===== config.mk =====
export PLATFORM = sky130hd
export DESIGN_NAME = link_fault_injector_flat
export DESIGN_NICKNAME = d
export VERILOG_FILES = /design/src/hw/rtl/lfi_pkg.sv /design/src/hw/rtl/lfi_in_if.sv /design/src/hw/rtl/lfi_out_if.sv /design/src/hw/rtl/lfi_ram.sv /design/src/hw/rtl/lfi_queue.sv /design/src/hw/rtl/lfi_front.sv /design/src/hw/rtl/lfi_back.sv /design/src/hw/rtl/link_fault_injector.sv /design/src/flat_wrapper.sv
export SDC_FILE = /design/constraint.sdc
export NUM_CORES = 1
export LEC_CHECK = 0
export BUFFER_PORTS_ARGS = -buffer_cell sky130_fd_sc_hd__buf_2
export CAP_MARGIN = 20
export CORE_ASPECT_RATIO = 1.4
export CORE_UTILIZATION = 58
export CTS_BUF_LIST = sky130_fd_sc_hd__clkbuf_8
export DETAILED_ROUTE_END_ITERATION = 10
export PLACE_DENSITY = 0.78
export SLEW_MARGIN = 10
export SYNTH_ARGS = -nofsm -noshare
export SYNTH_HDL_FRONTEND = slang
export SYNTH_SLANG_ARGS = --single-unit

===== constraint.sdc =====
create_clock -name i_clk -period 4 [get_ports i_clk]
set_input_delay 0.4 -clock i_clk [delete_from_list [all_inputs] [get_ports i_clk]]
set_output_delay 0.4 -clock i_clk [all_outputs]
set_load 0.02 [all_outputs]

===== src/hw/rtl/lfi_pkg.sv =====
package lfi_pkg;

    // Rule table geometry
    localparam int RULE_DEPTH = 16;
    localparam int RULE_IDXW  = (RULE_DEPTH > 1) ? $clog2(RULE_DEPTH) : 1;
    localparam int RULE_CNTW  = $clog2(RULE_DEPTH + 1);

    // Command queue between front and back
    localparam int Q_DEPTH = 2;
    localparam int Q_PTRW  = (Q_DEPTH > 1) ? $clog2(Q_DEPTH) : 1;
    localparam int Q_CNTW  = $clog2(Q_DEPTH + 1);

    // Configuration register indexes and reset values
    localparam logic CFG_IDX_DIR   = 1'b0;
    localparam logic CFG_IDX_DELAY = 1'b1;
    localparam logic [7:0] DELAY_TICKS_RST = 8'd8;

    typedef enum logic [1:0] {
        KIND_ADD  = 2'd0,
        KIND_SEND = 2'd1,
        KIND_POLL = 2'd2
    } t_kind;

    typedef enum logic [1:0] {
        FLT_DROP  = 2'd0,
        FLT_DELAY = 2'd1,
        FLT_DUP   = 2'd2,
        FLT_DISC  = 2'd3
    } t_rule_fault;

    typedef enum logic [2:0] {
        REP_NONE  = 3'd0,
        REP_DROP  = 3'd1,
        REP_DELAY = 3'd2,
        REP_DUP   = 3'd3,
        REP_DISC  = 3'd4
    } t_fault_rep;

    typedef enum logic [1:0] {
        ACT_FWD       = 2'd0,
        ACT_CLOSE     = 2'd1,
        ACT_SEND_DONE = 2'd2,
        ACT_ADD_DONE  = 2'd3
    } t_action;

    typedef enum logic [1:0] {
        OP_ADD  = 2'd0,
        OP_SEND = 2'd1,
        OP_POLL = 2'd2
    } t_op;

    // Result sequence chosen for one command
    typedef enum logic [2:0] {
        PLAN_ADD,
        PLAN_MISS,
        PLAN_DROP,
        PLAN_DELAY,
        PLAN_DUP,
        PLAN_DISC,
        PLAN_POLL
    } t_plan;

    typedef enum logic [1:0] {
        ST_IDLE,
        ST_SCAN,
        ST_EMIT
    } t_back_state;

    // One rule; for a send the same fields carry the packet type and sequence
    typedef struct packed {
        logic        dir;
        t_rule_fault fault;
        logic [2:0]  ptype;
        logic        need_seq;
        logic [31:0] seq;
    } t_rule;

    typedef struct packed {
        t_op   op;
        t_rule rule;
    } t_cmd;

    typedef struct packed {
        logic push;
        t_cmd cmd;
    } t_q_push;

    typedef struct packed {
        logic full;
        logic empty;
    } t_q_status;

    typedef struct packed {
        logic       dir;
        logic [7:0] delay_ticks;
    } t_cfg;

endpackage


===== src/hw/rtl/lfi_in_if.sv =====
interface lfi_in_if;
    logic        valid;
    logic        ready;
    logic [1:0]  kind;
    logic        direction;
    logic [1:0]  fault_kind;
    logic [2:0]  packet_type;
    logic        match_sequence;
    logic [31:0] sequence_req;

    modport source (
        output valid, kind, direction, fault_kind, packet_type, match_sequence, sequence_req,
        input  ready
    );
    modport sink (
        input  valid, kind, direction, fault_kind, packet_type, match_sequence, sequence_req,
        output ready
    );
endinterface


===== src/hw/rtl/lfi_out_if.sv =====
interface lfi_out_if;
    logic        valid;
    logic        ready;
    logic [1:0]  action;
    logic [2:0]  out_type;
    logic [31:0] out_sequence;
    logic        ok;
    logic [2:0]  fault_applied;
    logic [4:0]  rules_used;
    logic        last;

    modport source (
        output valid, action, out_type, out_sequence, ok, fault_applied, rules_used, last,
        input  ready
    );
    modport sink (
        input  valid, action, out_type, out_sequence, ok, fault_applied, rules_used, last,
        output ready
    );
endinterface


===== src/hw/rtl/lfi_ram.sv =====
module lfi_ram #(
    parameter int WIDTH = 8,
    parameter int DEPTH = 16
) (
    input  logic                                 i_clk,
    input  logic                                 i_we,
    input  logic [((DEPTH > 1) ? $clog2(DEPTH) : 1)-1:0] i_waddr,
    input  logic [WIDTH-1:0]                     i_wdata,
    input  logic [((DEPTH > 1) ? $clog2(DEPTH) : 1)-1:0] i_raddr,
    output logic [WIDTH-1:0]                     o_rdata
);
    logic [WIDTH-1:0] r_mem [DEPTH];
    logic [WIDTH-1:0] r_rdata;

    // One write port, one registered read port
    always_ff @(posedge i_clk) begin
        if (i_we) begin
            r_mem[i_waddr] <= i_wdata;
        end
        r_rdata <= r_mem[i_raddr];
    end

    assign o_rdata = r_rdata;
endmodule


===== src/hw/rtl/lfi_queue.sv =====
module lfi_queue
    import lfi_pkg::*;
(
    input  logic      i_clk,
    input  logic      i_rst_n,
    input  t_q_push   i_push,
    input  logic      i_pop,
    output t_cmd      o_head,
    output t_q_status o_stat
);
    t_cmd              r_mem [Q_DEPTH];
    logic [Q_PTRW-1:0] r_wr, n_wr;
    logic [Q_PTRW-1:0] r_rd, n_rd;
    logic [Q_CNTW-1:0] r_cnt, n_cnt;
    logic              do_push;
    logic              do_pop;

    assign o_stat.full  = (r_cnt == Q_CNTW'(Q_DEPTH));
    assign o_stat.empty = (r_cnt == '0);
    assign o_head       = r_mem[r_rd];

    assign do_push = i_push.push && !o_stat.full;
    assign do_pop  = i_pop && !o_stat.empty;

    // Pointer and fill count update
    always_comb begin
        n_wr  = r_wr;
        n_rd  = r_rd;
        n_cnt = r_cnt;
        if (do_push) begin
            n_wr = (r_wr == Q_PTRW'(Q_DEPTH - 1)) ? '0 : r_wr + Q_PTRW'(1);
        end
        if (do_pop) begin
            n_rd = (r_rd == Q_PTRW'(Q_DEPTH - 1)) ? '0 : r_rd + Q_PTRW'(1);
        end
        if (do_push && !do_pop) begin
            n_cnt = r_cnt + Q_CNTW'(1);
        end else if (do_pop && !do_push) begin
            n_cnt = r_cnt - Q_CNTW'(1);
        end
    end

    always_ff @(posedge i_clk) begin
        if (!i_rst_n) begin
            r_wr  <= '0;
            r_rd  <= '0;
            r_cnt <= '0;
        end else begin
            r_wr  <= n_wr;
            r_rd  <= n_rd;
            r_cnt <= n_cnt;
        end
    end

    // Entry storage
    always_ff @(posedge i_clk) begin
        if (do_push) begin
            r_mem[r_wr] <= i_push.cmd;
        end
    end
endmodule


===== src/hw/rtl/lfi_front.sv =====
module lfi_front
    import lfi_pkg::*;
(
    lfi_in_if.sink    i_in,
    input  t_q_status i_q_stat,
    output t_q_push   o_q_push
);
    logic accept;

    assign i_in.ready = !i_q_stat.full;
    assign accept     = i_in.valid && i_in.ready;

    // Classify the word; the unused kind code is taken and dropped
    always_comb begin
        o_q_push.cmd.rule.dir      = i_in.direction;
        o_q_push.cmd.rule.fault    = t_rule_fault'(i_in.fault_kind);
        o_q_push.cmd.rule.ptype    = i_in.packet_type;
        o_q_push.cmd.rule.need_seq = i_in.match_sequence;
        o_q_push.cmd.rule.seq      = i_in.sequence_req;
        o_q_push.cmd.op            = OP_ADD;
        o_q_push.push              = 1'b0;
        unique case (t_kind'(i_in.kind))
            KIND_ADD: begin
                o_q_push.cmd.op = OP_ADD;
                o_q_push.push   = accept;
            end
            KIND_SEND: begin
                o_q_push.cmd.op = OP_SEND;
                o_q_push.push   = accept;
            end
            KIND_POLL: begin
                o_q_push.cmd.op = OP_POLL;
                o_q_push.push   = accept;
            end
            default: begin
                o_q_push.push = 1'b0;
            end
        endcase
    end
endmodule


===== src/hw/rtl/lfi_back.sv =====
module lfi_back
    import lfi_pkg::*;
(
    input  logic      i_clk,
    input  logic      i_rst_n,
    input  t_cfg      i_cfg,
    input  t_cmd      i_head,
    input  t_q_status i_q_stat,
    output logic      o_pop,
    lfi_out_if.source o_out
);
    // Control state
    t_back_state          r_state, n_state;
    logic [RULE_CNTW-1:0] r_rule_cnt, n_rule_cnt;
    logic [4:0]           r_used, n_used;
    logic                 r_pending, n_pending;
    logic [7:0]           r_remain, n_remain;
    logic [RULE_CNTW-1:0] r_scan_cnt, n_scan_cnt;
    logic                 r_cmp_vld, n_cmp_vld;
    logic [1:0]           r_res_idx, n_res_idx;
    logic                 r_out_vld, n_out_vld;

    // Payload state
    logic [2:0]            r_held_type, n_held_type;
    logic [31:0]           r_held_seq, n_held_seq;
    logic [RULE_DEPTH-1:0] r_consumed, n_consumed;
    logic [RULE_IDXW-1:0]  r_cmp_idx, n_cmp_idx;
    logic [2:0]            r_cmd_type, n_cmd_type;
    logic [31:0]           r_cmd_seq, n_cmd_seq;
    t_plan                 r_plan, n_plan;
    logic                  r_stored, n_stored;
    t_action               r_out_action, n_out_action;
    logic [2:0]            r_out_type, n_out_type;
    logic [31:0]           r_out_seq, n_out_seq;
    logic                  r_out_ok, n_out_ok;
    t_fault_rep            r_out_fault, n_out_fault;
    logic [4:0]            r_out_used, n_out_used;
    logic                  r_out_last, n_out_last;

    // Rule memory
    logic                 ram_we;
    logic [RULE_IDXW-1:0] ram_waddr;
    logic [RULE_IDXW-1:0] ram_raddr;
    t_rule                ram_wdata;
    logic [$bits(t_rule)-1:0] ram_rdata;
    t_rule                rd_rule;

    logic       hit;
    logic       out_load;
    t_action    res_action;
    logic [2:0] res_type;
    logic [31:0] res_seq;
    logic       res_ok;
    t_fault_rep res_fault;
    logic       res_last;

    lfi_ram #(
        .WIDTH ($bits(t_rule)),
        .DEPTH (RULE_DEPTH)
    ) u_rule_ram (
        .i_clk   (i_clk),
        .i_we    (ram_we),
        .i_waddr (ram_waddr),
        .i_wdata (ram_wdata),
        .i_raddr (ram_raddr),
        .o_rdata (ram_rdata)
    );

    assign rd_rule   = t_rule'(ram_rdata);
    assign ram_waddr = r_rule_cnt[RULE_IDXW-1:0];
    assign ram_wdata = i_head.rule;
    assign ram_raddr = r_scan_cnt[RULE_IDXW-1:0];

    // Compare stage: entry read last cycle against the packet
    assign hit = r_cmp_vld && !r_consumed[r_cmp_idx]
                 && (rd_rule.dir == i_cfg.dir)
                 && (rd_rule.ptype == r_cmd_type)
                 && (!rd_rule.need_seq || (rd_rule.seq == r_cmd_seq));

    assign out_load = (r_state == ST_EMIT) && (!r_out_vld || o_out.ready);

    // Result word for the current plan and result index
    always_comb begin
        res_action = ACT_SEND_DONE;
        res_type   = 3'd0;
        res_seq    = 32'd0;
        res_ok     = 1'b1;
        res_fault  = REP_NONE;
        res_last   = 1'b0;
        unique case (r_plan)
            PLAN_ADD: begin
                res_action = ACT_ADD_DONE;
                res_ok     = r_stored;
                res_last   = 1'b1;
            end
            PLAN_MISS: begin
                if (r_res_idx == 2'd0) begin
                    res_action = ACT_FWD;
                    res_type   = r_cmd_type;
                    res_seq    = r_cmd_seq;
                end else begin
                    res_last = 1'b1;
                end
            end
            PLAN_DROP: begin
                res_fault = REP_DROP;
                res_last  = 1'b1;
            end
            PLAN_DELAY: begin
                res_fault = REP_DELAY;
                res_last  = 1'b1;
            end
            PLAN_DUP: begin
                res_fault = REP_DUP;
                if (r_res_idx != 2'd2) begin
                    res_action = ACT_FWD;
                    res_type   = r_cmd_type;
                    res_seq    = r_cmd_seq;
                end else begin
                    res_last = 1'b1;
                end
            end
            PLAN_DISC: begin
                res_fault = REP_DISC;
                res_ok    = 1'b0;
                if (r_res_idx == 2'd0) begin
                    res_action = ACT_CLOSE;
                end else begin
                    res_last = 1'b1;
                end
            end
            PLAN_POLL: begin
                res_action = ACT_FWD;
                res_type   = r_cmd_type;
                res_seq    = r_cmd_seq;
                res_last   = 1'b1;
            end
            default: begin
                res_last = 1'b1;
            end
        endcase
    end

    // Sequencer: take command, scan rules, emit results
    always_comb begin
        n_state     = r_state;
        n_rule_cnt  = r_rule_cnt;
        n_used      = r_used;
        n_pending   = r_pending;
        n_remain    = r_remain;
        n_scan_cnt  = r_scan_cnt;
        n_cmp_vld   = r_cmp_vld;
        n_res_idx   = r_res_idx;
        n_held_type = r_held_type;
        n_held_seq  = r_held_seq;
        n_consumed  = r_consumed;
        n_cmp_idx   = r_cmp_idx;
        n_cmd_type  = r_cmd_type;
        n_cmd_seq   = r_cmd_seq;
        n_plan      = r_plan;
        n_stored    = r_stored;
        o_pop       = 1'b0;
        ram_we      = 1'b0;

        unique case (r_state)
            ST_IDLE: begin
                if (!i_q_stat.empty) begin
                    o_pop = 1'b1;
                    unique case (i_head.op)
                        OP_ADD: begin
                            if (r_rule_cnt < RULE_CNTW'(RULE_DEPTH)) begin
                                ram_we = 1'b1;
                                n_consumed[r_rule_cnt[RULE_IDXW-1:0]] = 1'b0;
                                n_rule_cnt = r_rule_cnt + RULE_CNTW'(1);
                                n_stored   = 1'b1;
                            end else begin
                                n_stored = 1'b0;
                            end
                            n_plan    = PLAN_ADD;
                            n_res_idx = 2'd0;
                            n_state   = ST_EMIT;
                        end
                        OP_SEND: begin
                            n_cmd_type = i_head.rule.ptype;
                            n_cmd_seq  = i_head.rule.seq;
                            n_scan_cnt = '0;
                            n_cmp_vld  = 1'b0;
                            n_state    = ST_SCAN;
                        end
                        OP_POLL: begin
                            if (r_pending) begin
                                if (r_remain != 8'd0) begin
                                    n_remain = r_remain - 8'd1;
                                end else begin
                                    // wait over: release the held packet
                                    n_pending  = 1'b0;
                                    n_cmd_type = r_held_type;
                                    n_cmd_seq  = r_held_seq;
                                    n_plan     = PLAN_POLL;
                                    n_res_idx  = 2'd0;
                                    n_state    = ST_EMIT;
                                end
                            end
                        end
                        default: begin
                            n_state = ST_IDLE;
                        end
                    endcase
                end
            end
            ST_SCAN: begin
                if (hit) begin
                    n_consumed[r_cmp_idx] = 1'b1;
                    n_used    = r_used + 5'd1;
                    n_res_idx = 2'd0;
                    n_state   = ST_EMIT;
                    unique case (rd_rule.fault)
                        FLT_DROP:  n_plan = PLAN_DROP;
                        FLT_DELAY: begin
                            n_plan      = PLAN_DELAY;
                            n_pending   = 1'b1;
                            n_held_type = r_cmd_type;
                            n_held_seq  = r_cmd_seq;
                            n_remain    = i_cfg.delay_ticks;
                        end
                        FLT_DUP:   n_plan = PLAN_DUP;
                        default:   n_plan = PLAN_DISC;
                    endcase
                end else if (r_scan_cnt < r_rule_cnt) begin
                    // issue the next entry read
                    n_cmp_vld  = 1'b1;
                    n_cmp_idx  = r_scan_cnt[RULE_IDXW-1:0];
                    n_scan_cnt = r_scan_cnt + RULE_CNTW'(1);
                end else begin
                    n_plan    = PLAN_MISS;
                    n_res_idx = 2'd0;
                    n_state   = ST_EMIT;
                end
            end
            ST_EMIT: begin
                if (out_load) begin
                    n_res_idx = r_res_idx + 2'd1;
                    if (res_last) begin
                        n_state = ST_IDLE;
                    end
                end
            end
            default: begin
                n_state = ST_IDLE;
            end
        endcase
    end

    // Output register
    always_comb begin
        n_out_vld    = r_out_vld;
        n_out_action = r_out_action;
        n_out_type   = r_out_type;
        n_out_seq    = r_out_seq;
        n_out_ok     = r_out_ok;
        n_out_fault  = r_out_fault;
        n_out_used   = r_out_used;
        n_out_last   = r_out_last;
        if (out_load) begin
            n_out_vld    = 1'b1;
            n_out_action = res_action;
            n_out_type   = res_type;
            n_out_seq    = res_seq;
            n_out_ok     = res_ok;
            n_out_fault  = res_fault;
            n_out_used   = r_used;
            n_out_last   = res_last;
        end else if (o_out.ready) begin
            n_out_vld = 1'b0;
        end
    end

    always_ff @(posedge i_clk) begin
        if (!i_rst_n) begin
            r_state     <= ST_IDLE;
            r_rule_cnt  <= '0;
            r_used      <= '0;
            r_pending   <= 1'b0;
            r_remain    <= '0;
            r_scan_cnt  <= '0;
            r_cmp_vld   <= 1'b0;
            r_res_idx   <= '0;
            r_out_vld   <= 1'b0;
            r_held_type <= '0;
            r_held_seq  <= '0;
        end else begin
            r_state     <= n_state;
            r_rule_cnt  <= n_rule_cnt;
            r_used      <= n_used;
            r_pending   <= n_pending;
            r_remain    <= n_remain;
            r_scan_cnt  <= n_scan_cnt;
            r_cmp_vld   <= n_cmp_vld;
            r_res_idx   <= n_res_idx;
            r_out_vld   <= n_out_vld;
            r_held_type <= n_held_type;
            r_held_seq  <= n_held_seq;
        end
    end

    always_ff @(posedge i_clk) begin
        r_consumed   <= n_consumed;
        r_cmp_idx    <= n_cmp_idx;
        r_cmd_type   <= n_cmd_type;
        r_cmd_seq    <= n_cmd_seq;
        r_plan       <= n_plan;
        r_stored     <= n_stored;
        r_out_action <= n_out_action;
        r_out_type   <= n_out_type;
        r_out_seq    <= n_out_seq;
        r_out_ok     <= n_out_ok;
        r_out_fault  <= n_out_fault;
        r_out_used   <= n_out_used;
        r_out_last   <= n_out_last;
    end

    assign o_out.valid         = r_out_vld;
    assign o_out.action        = r_out_action;
    assign o_out.out_type      = r_out_type;
    assign o_out.out_sequence  = r_out_seq;
    assign o_out.ok            = r_out_ok;
    assign o_out.fault_applied = r_out_fault;
    assign o_out.rules_used    = r_out_used;
    assign o_out.last          = r_out_last;

    // Checks
    a_cnt_bound: assert property (@(posedge i_clk) disable iff (!i_rst_n)
        r_rule_cnt <= RULE_CNTW'(RULE_DEPTH))
        else $error("rule count beyond table depth");

    a_scan_bound: assert property (@(posedge i_clk) disable iff (!i_rst_n)
        (r_state == ST_SCAN) |-> (r_scan_cnt <= r_rule_cnt))
        else $error("scan pointer past stored rules");

    a_wr_idle: assert property (@(posedge i_clk) disable iff (!i_rst_n)
        ram_we |-> ((r_state == ST_IDLE) && o_pop && (i_head.op == OP_ADD)))
        else $error("rule write outside an add command");

    a_last_idle: assert property (@(posedge i_clk) disable iff (!i_rst_n)
        (out_load && res_last) |=> (r_state == ST_IDLE))
        else $error("sequencer did not return after final word");
endmodule


===== src/hw/rtl/link_fault_injector.sv =====
// Channel   Dir  Handshake      Payload
// i_in      in   valid/ready    kind, direction, fault_kind, packet_type,
//                               match_sequence, sequence_req
// o_out     out  valid/ready    action, out_type, out_sequence, ok,
//                               fault_applied, rules_used, last
// i_cfg_*   in   write enable   i_cfg_idx selects register, i_cfg_data value
//
// A send is decided by a scan: the back end reads the rule memory one entry
// per cycle and compares the entry read in the previous cycle. Adds and polls
// are decided in the idle state; every result word then passes through the
// output register.
// Reset is synchronous, active low; the rule memory needs no clearing pass.
// A two-entry command queue lets the input side keep taking words while the
// back end scans or waits on a stalled output.
module link_fault_injector
    import lfi_pkg::*;
(
    input  logic       i_clk,
    input  logic       i_rst_n,
    lfi_in_if.sink     i_in,
    lfi_out_if.source  o_out,
    input  logic       i_cfg_we,
    input  logic       i_cfg_idx,
    input  logic [7:0] i_cfg_data
);
    logic       r_cfg_dir;
    logic [7:0] r_cfg_delay;
    t_cfg       cfg;
    t_q_push    q_push;
    t_q_status  q_stat;
    t_cmd       q_head;
    logic       q_pop;

    // Configuration registers
    always_ff @(posedge i_clk) begin
        if (!i_rst_n) begin
            r_cfg_dir   <= 1'b0;
            r_cfg_delay <= DELAY_TICKS_RST;
        end else if (i_cfg_we) begin
            if (i_cfg_idx == CFG_IDX_DIR) begin
                r_cfg_dir <= i_cfg_data[0];
            end else if (i_cfg_idx == CFG_IDX_DELAY) begin
                r_cfg_delay <= i_cfg_data;
            end
        end
    end

    assign cfg.dir         = r_cfg_dir;
    assign cfg.delay_ticks = r_cfg_delay;

    lfi_front u_front (
        .i_in     (i_in),
        .i_q_stat (q_stat),
        .o_q_push (q_push)
    );

    lfi_queue u_queue (
        .i_clk   (i_clk),
        .i_rst_n (i_rst_n),
        .i_push  (q_push),
        .i_pop   (q_pop),
        .o_head  (q_head),
        .o_stat  (q_stat)
    );

    lfi_back u_back (
        .i_clk    (i_clk),
        .i_rst_n  (i_rst_n),
        .i_cfg    (cfg),
        .i_head   (q_head),
        .i_q_stat (q_stat),
        .o_pop    (q_pop),
        .o_out    (o_out)
    );
endmodule


===== src/flat_wrapper.sv =====
// flat-port wrapper written by rule: the top's interface ports become plain ports
module link_fault_injector_flat import lfi_pkg::*;
  (i_clk, i_rst_n, i_cfg_we, i_cfg_idx, i_cfg_data, i_in_valid, i_in_kind, i_in_direction, i_in_fault_kind, i_in_packet_type, i_in_match_sequence, i_in_sequence_req, i_in_ready, o_out_valid, o_out_action, o_out_out_type, o_out_out_sequence, o_out_ok, o_out_fault_applied, o_out_rules_used, o_out_last, o_out_ready);
  lfi_in_if i_in_i ();
  lfi_out_if o_out_i ();
  input  logic i_clk;
  input  logic i_rst_n;
  input  logic i_cfg_we;
  input  logic i_cfg_idx;
  input  logic [7:0] i_cfg_data;
  input wire logic [$bits(i_in_i.valid)-1:0] i_in_valid;
  input wire logic [$bits(i_in_i.kind)-1:0] i_in_kind;
  input wire logic [$bits(i_in_i.direction)-1:0] i_in_direction;
  input wire logic [$bits(i_in_i.fault_kind)-1:0] i_in_fault_kind;
  input wire logic [$bits(i_in_i.packet_type)-1:0] i_in_packet_type;
  input wire logic [$bits(i_in_i.match_sequence)-1:0] i_in_match_sequence;
  input wire logic [$bits(i_in_i.sequence_req)-1:0] i_in_sequence_req;
  output wire logic [$bits(i_in_i.ready)-1:0] i_in_ready;
  output wire logic [$bits(o_out_i.valid)-1:0] o_out_valid;
  output wire logic [$bits(o_out_i.action)-1:0] o_out_action;
  output wire logic [$bits(o_out_i.out_type)-1:0] o_out_out_type;
  output wire logic [$bits(o_out_i.out_sequence)-1:0] o_out_out_sequence;
  output wire logic [$bits(o_out_i.ok)-1:0] o_out_ok;
  output wire logic [$bits(o_out_i.fault_applied)-1:0] o_out_fault_applied;
  output wire logic [$bits(o_out_i.rules_used)-1:0] o_out_rules_used;
  output wire logic [$bits(o_out_i.last)-1:0] o_out_last;
  input wire logic [$bits(o_out_i.ready)-1:0] o_out_ready;
  assign i_in_i.valid = i_in_valid;
  assign i_in_i.kind = i_in_kind;
  assign i_in_i.direction = i_in_direction;
  assign i_in_i.fault_kind = i_in_fault_kind;
  assign i_in_i.packet_type = i_in_packet_type;
  assign i_in_i.match_sequence = i_in_match_sequence;
  assign i_in_i.sequence_req = i_in_sequence_req;
  assign i_in_ready = i_in_i.ready;
  assign o_out_valid = o_out_i.valid;
  assign o_out_action = o_out_i.action;
  assign o_out_out_type = o_out_i.out_type;
  assign o_out_out_sequence = o_out_i.out_sequence;
  assign o_out_ok = o_out_i.ok;
  assign o_out_fault_applied = o_out_i.fault_applied;
  assign o_out_rules_used = o_out_i.rules_used;
  assign o_out_last = o_out_i.last;
  assign o_out_i.ready = o_out_ready;
  link_fault_injector u_core (.i_clk(i_clk), .i_rst_n(i_rst_n), .i_in(i_in_i), .o_out(o_out_i), .i_cfg_we(i_cfg_we), .i_cfg_idx(i_cfg_idx), .i_cfg_data(i_cfg_data));
endmodule

* Yosys cells after proc, flatten, opt, wreduce, memory -nomap -nowiden *
Memories as Yosys holds them, arrays and structs flattened. A register that Yosys moved wholly into a read port is not among the register bits.
Index checks and enable logic that the tools add are counted.

word-level totals
  memory bits (writable) = 706
  input port bits = 55
  output and inout bits = 49
  word-level logic and storage cells = 242
  register bits = 184
  memories kept = 2

operators by class
  eq/ne operators = 38
  bitwise operators = 6
  multiplexer cells = 101
  $lt $le $gt $ge = 6
  reductions and logical operators = 51
  $add $sub $neg = 9

memory list
  name                            words  width  read ports  clocked after memory_dff  wr ports  RTL line         text
  u_core.u_back.u_rule_ram.r_mem  16     39     1           1                         1         lfi_ram.sv:12    logic [WIDTH-1:0] r_mem [DEPTH];
  u_core.u_queue.r_mem            2      41     1           1                         1         lfi_queue.sv:11  t_cmd r_mem [Q_DEPTH];

operators with widths
  kind                   number
  $mux W32               4
  $pmux W32 S3           1
  $mux W16               4
  $pmux W32 S2           1
  $mux W8                6
  $mux W2                18
  $eq A32 B32 Y1         1
  $mux W1                32
  $pmux W16 S2           1
  $mux W3                9
  $ne A2 B2 Y1 const B   12
  $mux W5                4
  $reduce_and A5 Y1      4
  $pmux W2 S3            3
  $pmux W3 S2            3
  $pmux W3 S3            2
  $and A16 B16 Y16       1
  $not A16 Y16           1
  $or A16 B16 Y16        1
  $pmux W8 S2            1
  $add A5 B1 Y5 const B  3
  $reduce_and A7 Y1      2
  $logic_and A1 B1 Y1    12
  $logic_not A2 Y1       6
  other kinds (38)       79

* Longest topological paths before layout *
  word-level depth = 10
  gate-level depth with buffers = 10
  mapped depth without buffers = 9

* Modules after synthesis *
From an unflattened synthesis, not the netlist that was laid out.

unflattened totals
  cell total of the unflattened synthesis = 1964
  area total of the unflattened synthesis = 35935.7 µm²

by module, submodules not included
  module               times used  area each (µm²)  cells each
  lfi_ram              1           24185.7          1014
  lfi_back             1           7870.0           711
  lfi_queue            1           3183.1           153
  link_fault_injector  1           372.9            42
  lfi_front            1           324.1            44

* Least setup slack after synthesis *
OpenSTA, ideal clock, no wires.

  path type = reg-to-reg
  start = register u_core.u_back.r_state[1]
  end = memory u_core.u_back.u_rule_ram.r_mem[15][0] in the netlist's numbering, enable pin
  data arrival time = 3387 ps
  data required time = 3563 ps
  buffers on the path = 1
  path slack = 176 ps
  library setup time = 437 ps
  stages on the path, launching flop included = 7
  path through = dfxtp_1 clkbuf_1 nor3_1 nand2_1 nor3_2 nand2_1 nor2_1

between the ends
  cells in the longest elaborated chain, start to end = 4

RTL lines
  what                           RTL line         text
  start: declaration             lfi_back.sv:13   t_back_state r_state, n_state;
  start signal: assignment       lfi_back.sv:292  r_state <= n_state;
  $logic_not A2 Y1               lfi_back.sv:165  unique case (r_state)
  $mux W1                        lfi_back.sv:165
  $mux W1                        lfi_ram.sv:17    if (i_we) begin
  $mux W1 (not written as such)  lfi_ram.sv:18    r_mem[i_waddr] <= i_wdata;
  end: declaration               lfi_ram.sv:12

No other way between the ends.

* Final worst setup path *
  start = register u_core.u_back.r_cmd_seq[23]
  end = register u_core.u_back.r_remain[4]

between the ends
  cells in the longest elaborated chain, start to end = 5

RTL lines
  what                                RTL line         text
  start: declaration                  lfi_back.sv:29   logic [31:0] r_cmd_seq, n_cmd_seq;
  start signal: assignment            lfi_back.sv:310  r_cmd_seq <= n_cmd_seq;
  $eq A32 B32 Y1                      lfi_back.sv:78   && (!rd_rule.need_seq || (rd_rule.seq == r_cmd_seq));
  $logic_or A1 B1 Y1                  lfi_back.sv:78
  $logic_and A1 B1 Y1                 lfi_back.sv:78
  $ne A2 B2 Y1 (no source line)       --
  $reduce_and A7 Y1 (no source line)  --
  end signal: assignment              lfi_back.sv:296  r_remain <= n_remain;
  end: declaration                    lfi_back.sv:17   logic [7:0] r_remain, n_remain;

No other way between the ends.
A chain may end at the register's enable or synchronous reset.

==> flow_results.org <==
** Die
- Std cell rows :: 106
- Chip width :: 211 µm
- Top-Level Pins :: roughly 100
- Initial Utilization :: 58.9%
- Die Height :: just under 300 µm
- Std-Cell Core Area :: 60100 µm²
- Overall die area :: 62000 µm²

** STA
- Sum Neg Setup Slack :: 0 ns
- Timing would allow up to about 310 MHz.
- The final number of hold-violating endpoints came to 0.
- The clock period could shrink to 3.20 ns.
- The final count of pins violating max slew came to 0.
- For the final database, setup skew stands at 0.0343 ns.
- Slew @ Worst Pin :: 1.03 ns
- Setup violations remaining at the end of the flow were counted as 0.
- Normalized max-slew margin :: 31.6%
- The worst path uses between 80% and 90% of the clock period.
- Setup repair after global routing left no endpoint under its margin.
- After layout, the worst setup slack is ~0.8 ns.

** Logic synthesis
- Yosys warning total :: 0
- By area the synthesized netlist is led by sky130_fd_sc_hd__edfxtp_1, sky130_fd_sc_hd__mux4_2, sky130_fd_sc_hd__dfxtp_1, sky130_fd_sc_hd__mux2_2, sky130_fd_sc_hd__nand2_1.
- Most common cell in the netlist :: sky130_fd_sc_hd__edfxtp_1
- Xor-xnor portion of the synthesized cell area :: 1.14%
- The synthesized netlist occupies a cell area of between 30000 and 40000 µm².
- The share of synthesized area in the top cell type comes to between 60% and 70%.
- Area fraction in and, or, nand and nor cells after synthesis :: just over 4%
- Leading area contributor after synthesis :: sky130_fd_sc_hd__edfxtp_1
- The number of different library cells used by synthesis comes to 48.
- Register bit total from synthesis :: between 900 and 1000
- After synthesis, flip-flops and latches occupy between 70% and 80% of the total area.
- Adder and majority gate portion of the synthesized area :: 0.530%
- Measured against the total synthesized area, the mux share comes to ~15%.
- Of all flip-flops after synthesis, the portion carrying an async set or reset was 0%.
- In the synthesized netlist, the cells that appear most often are sky130_fd_sc_hd__edfxtp_1, sky130_fd_sc_hd__mux4_2, sky130_fd_sc_hd__nand2_1.
- After synthesis, the mean cell area works out to 19.4 µm².
- Number of enable-type register cells in the synthesized netlist :: ~810
- Syn Nets :: 1895
- Post-Syn Instances :: 1825
- Summing the areas of all compound-gate instances in the mapped netlist gives 2.16% of the synthesized area.
- Primary flip-flop cell chosen by synthesis mapping :: sky130_fd_sc_hd__edfxtp_1
- After synthesis, the largest family of logic cells by area is multiplexers.

** Cells and area
- Of the cells placed in the final design, the portion with a size suffix greater than 1 is a little under 30%.
- At the end of the flow, the number of nets in the layout was between 2000 and 2500.
- Number of fill cells in the layout :: 3688
- Final Cell Area :: 40500 µm²
- Relative to the synthesized area, the layout overhead comes to 14.5%.
- Once layout is complete, the cells apart from fillers number 3002.

** Clock tree
- The longest clock path from root to sink contains 3 buffers.
- The number of hold buffers added after CTS was 56.
- Buffers inserted during clock tree synthesis total 136.
- Clock-pin slew was measured on the worst setup and hold paths at 0.07 ns.
- TritonCTS built the clock tree.
- At the later pin of the worst-skew pair, clock insertion delay measures around 0.74 ns.
- Post-CTS sizing :: 0
- The H-tree was split into 4 levels.
- Clock tree synthesis found a total of 930 sinks.
- Cell at the root of the clock tree :: sky130_fd_sc_hd__clkbuf_8
- Number of setup buffers added after CTS :: 0

** Min path
- Worst hold path depth :: 3
- The worst hold path begins at i_cfg_idx.
- The worst hold path belongs to the class primary input to flip-flop.
- The path with the worst hold slack has its endpoint at u_core.r_cfg_delay[4].

** Route
- Before antenna repair, the detailed router went through 7 iterations.
- Via count :: between 15000 and 20000
- Antenna Nets Post-Route :: 0
- The detailed router finished its first iteration with between 1500 and 2000 violations.
- After detailed routing, the total wire length is 79400 µm.
- After detailed routing, the number of vias per cell comes to 6.13.
- Dividing the detail-routed wire length by the instance count gives 26.5 µm.
- After detailed routing, the number of remaining DRC violations is 0.

** Worst setup path
- Type of the worst setup path :: flip-flop to flip-flop
- Delay of the slowest cell on the worst path :: 0.99 ns
- For the worst setup path, the data required time is 4.59 ns.
- Walking the worst path, the cells encountered are xnor2_1, nand4_1, nor4_1, a21boi_1, or3_2, a31oi_1, o22ai_1.
- Startpoint of the worst-slack reg-to-reg timing path :: u_core.u_back.r_cmd_seq[23]
- CP max stage cell :: sky130_fd_sc_hd__or3_2
- Element type at the critical path end :: flip-flop
- STA classifies the critical path startpoint as a flip-flop.
- Counting both buffers and inverters, the worst setup path holds a total of 0.
- The cell family contributing the most delay on the critical path is simple AND/OR/NAND/NOR gates.
- Setup slack on the worst reg-to-reg path comes out at 0.80 ns.
- Along the worst path, the maximum fanout reaches 45.
- Measured in cells, the most critical reg-to-reg path has a length of 7.
- Worst flop-to-flop path endpoint :: u_core.u_back.r_remain[4]
- Crit path DAT :: roughly 3.8 ns

** Placement
- After detailed placement, the total cell area comes to between 30000 and 40000 µm².
- At the placement stage, the worst setup path has a slack of around 0.83 ns.
- Routability-driven placement finished with a final weighted congestion of between 0.8 and 0.9.
- Count of buffers from port buffering :: around 100
- # placed instances :: 2701
- Post-DP HPWL :: 44800 µm

** Power and ir drop
- The completed layout was analyzed and its total power is 22.2 mW.
- Maximum vdd ir drop :: 0.000307 V
- For this design the ratio of total power to cell area is approximately 550 nW/µm².
- Static Leakage :: roughly 13 nW

** Global routing
- Via count of the first global-routing pass :: 19100
- Across every metal layer, demand over resource in global routing totals 26.3%.
- The first global-routing pass estimated 117000 µm of wire.
- Largest net degree at the start of global routing :: 67
- Initial antenna violation count :: 1
- After global routing the overflow that remains totals 0.

** Flow run
- Max-cap violations in this run came to 0.

** Status
- The run finished with clean final reports.
==> logic make-up (layout without fill, tap and decap cells) <==
| family | count (synthesis) | after routing |
|---|---|---|
| other | 0 | 1 |
| AOI/OAI and AO/OA | 136 | 136 |
| buffers and inverters | 105 | 471 |
| DFF | 930 | 930 |
| and+or+nand+nor | 309 | 309 |
| muxes | 284 | 284 |
| adders and majority gates | 15 | 15 |
| xor gates and xnor gates | 46 | 46 |
==> tightest hold or removal path: stages <==
cell and delay (ns):
sky130_fd_sc_hd__buf_2 0.16, sky130_fd_sc_hd__nand3_1 0.10, sky130_fd_sc_hd__a21oi_1 0.07
==> layout make-up <==
| type | instances | area (µm²) | share of cell area [%] |
|---|---|---|---|
| clock buffers | 148 | 2040 | 5.03 |
| diodes | 1 | 2.50 | 0.00617 |
| clock inverters | 96 | 603 | 1.49 |
| inverters | 18 | 67.6 | 0.167 |
| repair buffers | 209 | 1660 | 4.11 |
| well taps | 810 | 1010 | 2.50 |
| multi-input cells | 790 | 8380 | 20.7 |
| flip-flops and latches | 930 | 26800 | 66.0 |
==> flip-flops by register name, indices dropped and copies added (netlist names), 16 cells and up, named ones only <==
name,flops
u_core.u_back.o_out.out_sequence,32
u_core.u_back.u_rule_ram.o_rdata,39
u_core.u_back.r_held_seq,32
u_core.u_back.r_cmd_seq,32
u_core.u_back.u_rule_ram.r_mem,624
u_core.u_queue.r_mem,82
u_core.u_back.r_consumed,16
==> metrics by stage <==
step | util [%] | hold WS (ns)
finish | 67.5 | 0.0811
global route | 67.5 | 0.0695
CTS | 67.5 | 0.0288
detailed placement | 62.1 | 0.436
global placement | 62.1 | 0.433
floorplan | - | 0.421
==> where the power goes <==
group          total, mW  switching, mW  internal [mW]  leakage [nW]
logic               2.73           1.80          0.927          3.17
clock network       7.35           3.49           3.87          1.50
registers           12.1          0.327           11.8          8.32
==> layer usage <==
metal	track usage (%)	vias to the layer above	routed length, µm
li1	-	7810	-
met1	32.1	9432	29200
met2	45.6	947	41500
met3	4.41	212	5230
met4	13.0	0	3540
met5	0	-	0
==> cells in the final DEF, fill, tap and decap left out, types with 5 or more instances in the layout <==
cell and count:
sky130_fd_sc_hd__a21oi_1 62, sky130_fd_sc_hd__buf_12 17, sky130_fd_sc_hd__buf_2 103, sky130_fd_sc_hd__buf_4 33, sky130_fd_sc_hd__bufinv_16 7, sky130_fd_sc_hd__clkbuf_8 148, sky130_fd_sc_hd__clkinv_1 20, sky130_fd_sc_hd__clkinv_2 14
sky130_fd_sc_hd__clkinvlp_4 7, sky130_fd_sc_hd__dfxtp_1 113, sky130_fd_sc_hd__dlygate4sd3_1 56, sky130_fd_sc_hd__edfxtp_1 812, sky130_fd_sc_hd__ha_1 15, sky130_fd_sc_hd__inv_1 62, sky130_fd_sc_hd__mux2_2 75, sky130_fd_sc_hd__mux2i_1 12
sky130_fd_sc_hd__mux4_2 197, sky130_fd_sc_hd__nand2_1 124, sky130_fd_sc_hd__nand2b_1 11, sky130_fd_sc_hd__nand3_1 27, sky130_fd_sc_hd__nand4_1 14, sky130_fd_sc_hd__nor2_1 34, sky130_fd_sc_hd__nor2_4 17, sky130_fd_sc_hd__nor2b_1 41
sky130_fd_sc_hd__nor3_1 11, sky130_fd_sc_hd__nor4_1 8, sky130_fd_sc_hd__o211ai_1 6, sky130_fd_sc_hd__o21ai_0 47, sky130_fd_sc_hd__xnor2_1 41, sky130_fd_sc_hd__xor2_1 5
==> worst max-delay path by stage <==
| stage | startpoint | to | slack, ns | cells past startpoint |
|---|---|---|---|---|
| after detailed placement | u_core.u_back.r_cmd_seq[9] | u_core.u_back.r_remain[4] | 0.83 | 7 |
| after CTS | u_core.u_back.r_cmd_seq[9] | u_core.u_back.r_remain[4] | 0.83 | 7 |
| after global routing | u_core.u_back.r_cmd_seq[27] | u_core.u_back.r_remain[0] | 0.64 | 7 |
| final | u_core.u_back.r_cmd_seq[23] | u_core.u_back.r_remain[4] | 0.80 | 7 |
| after floorplan | u_core.u_back.r_state[1] | u_core.u_back.u_rule_ram.r_mem[15][0] | 0.18 | 6 |
| after global placement | u_core.u_back.r_cmd_seq[19] | u_core.u_back.r_remain[0] | 0.94 | 7 |
Power figures use the tool's default switching activity.
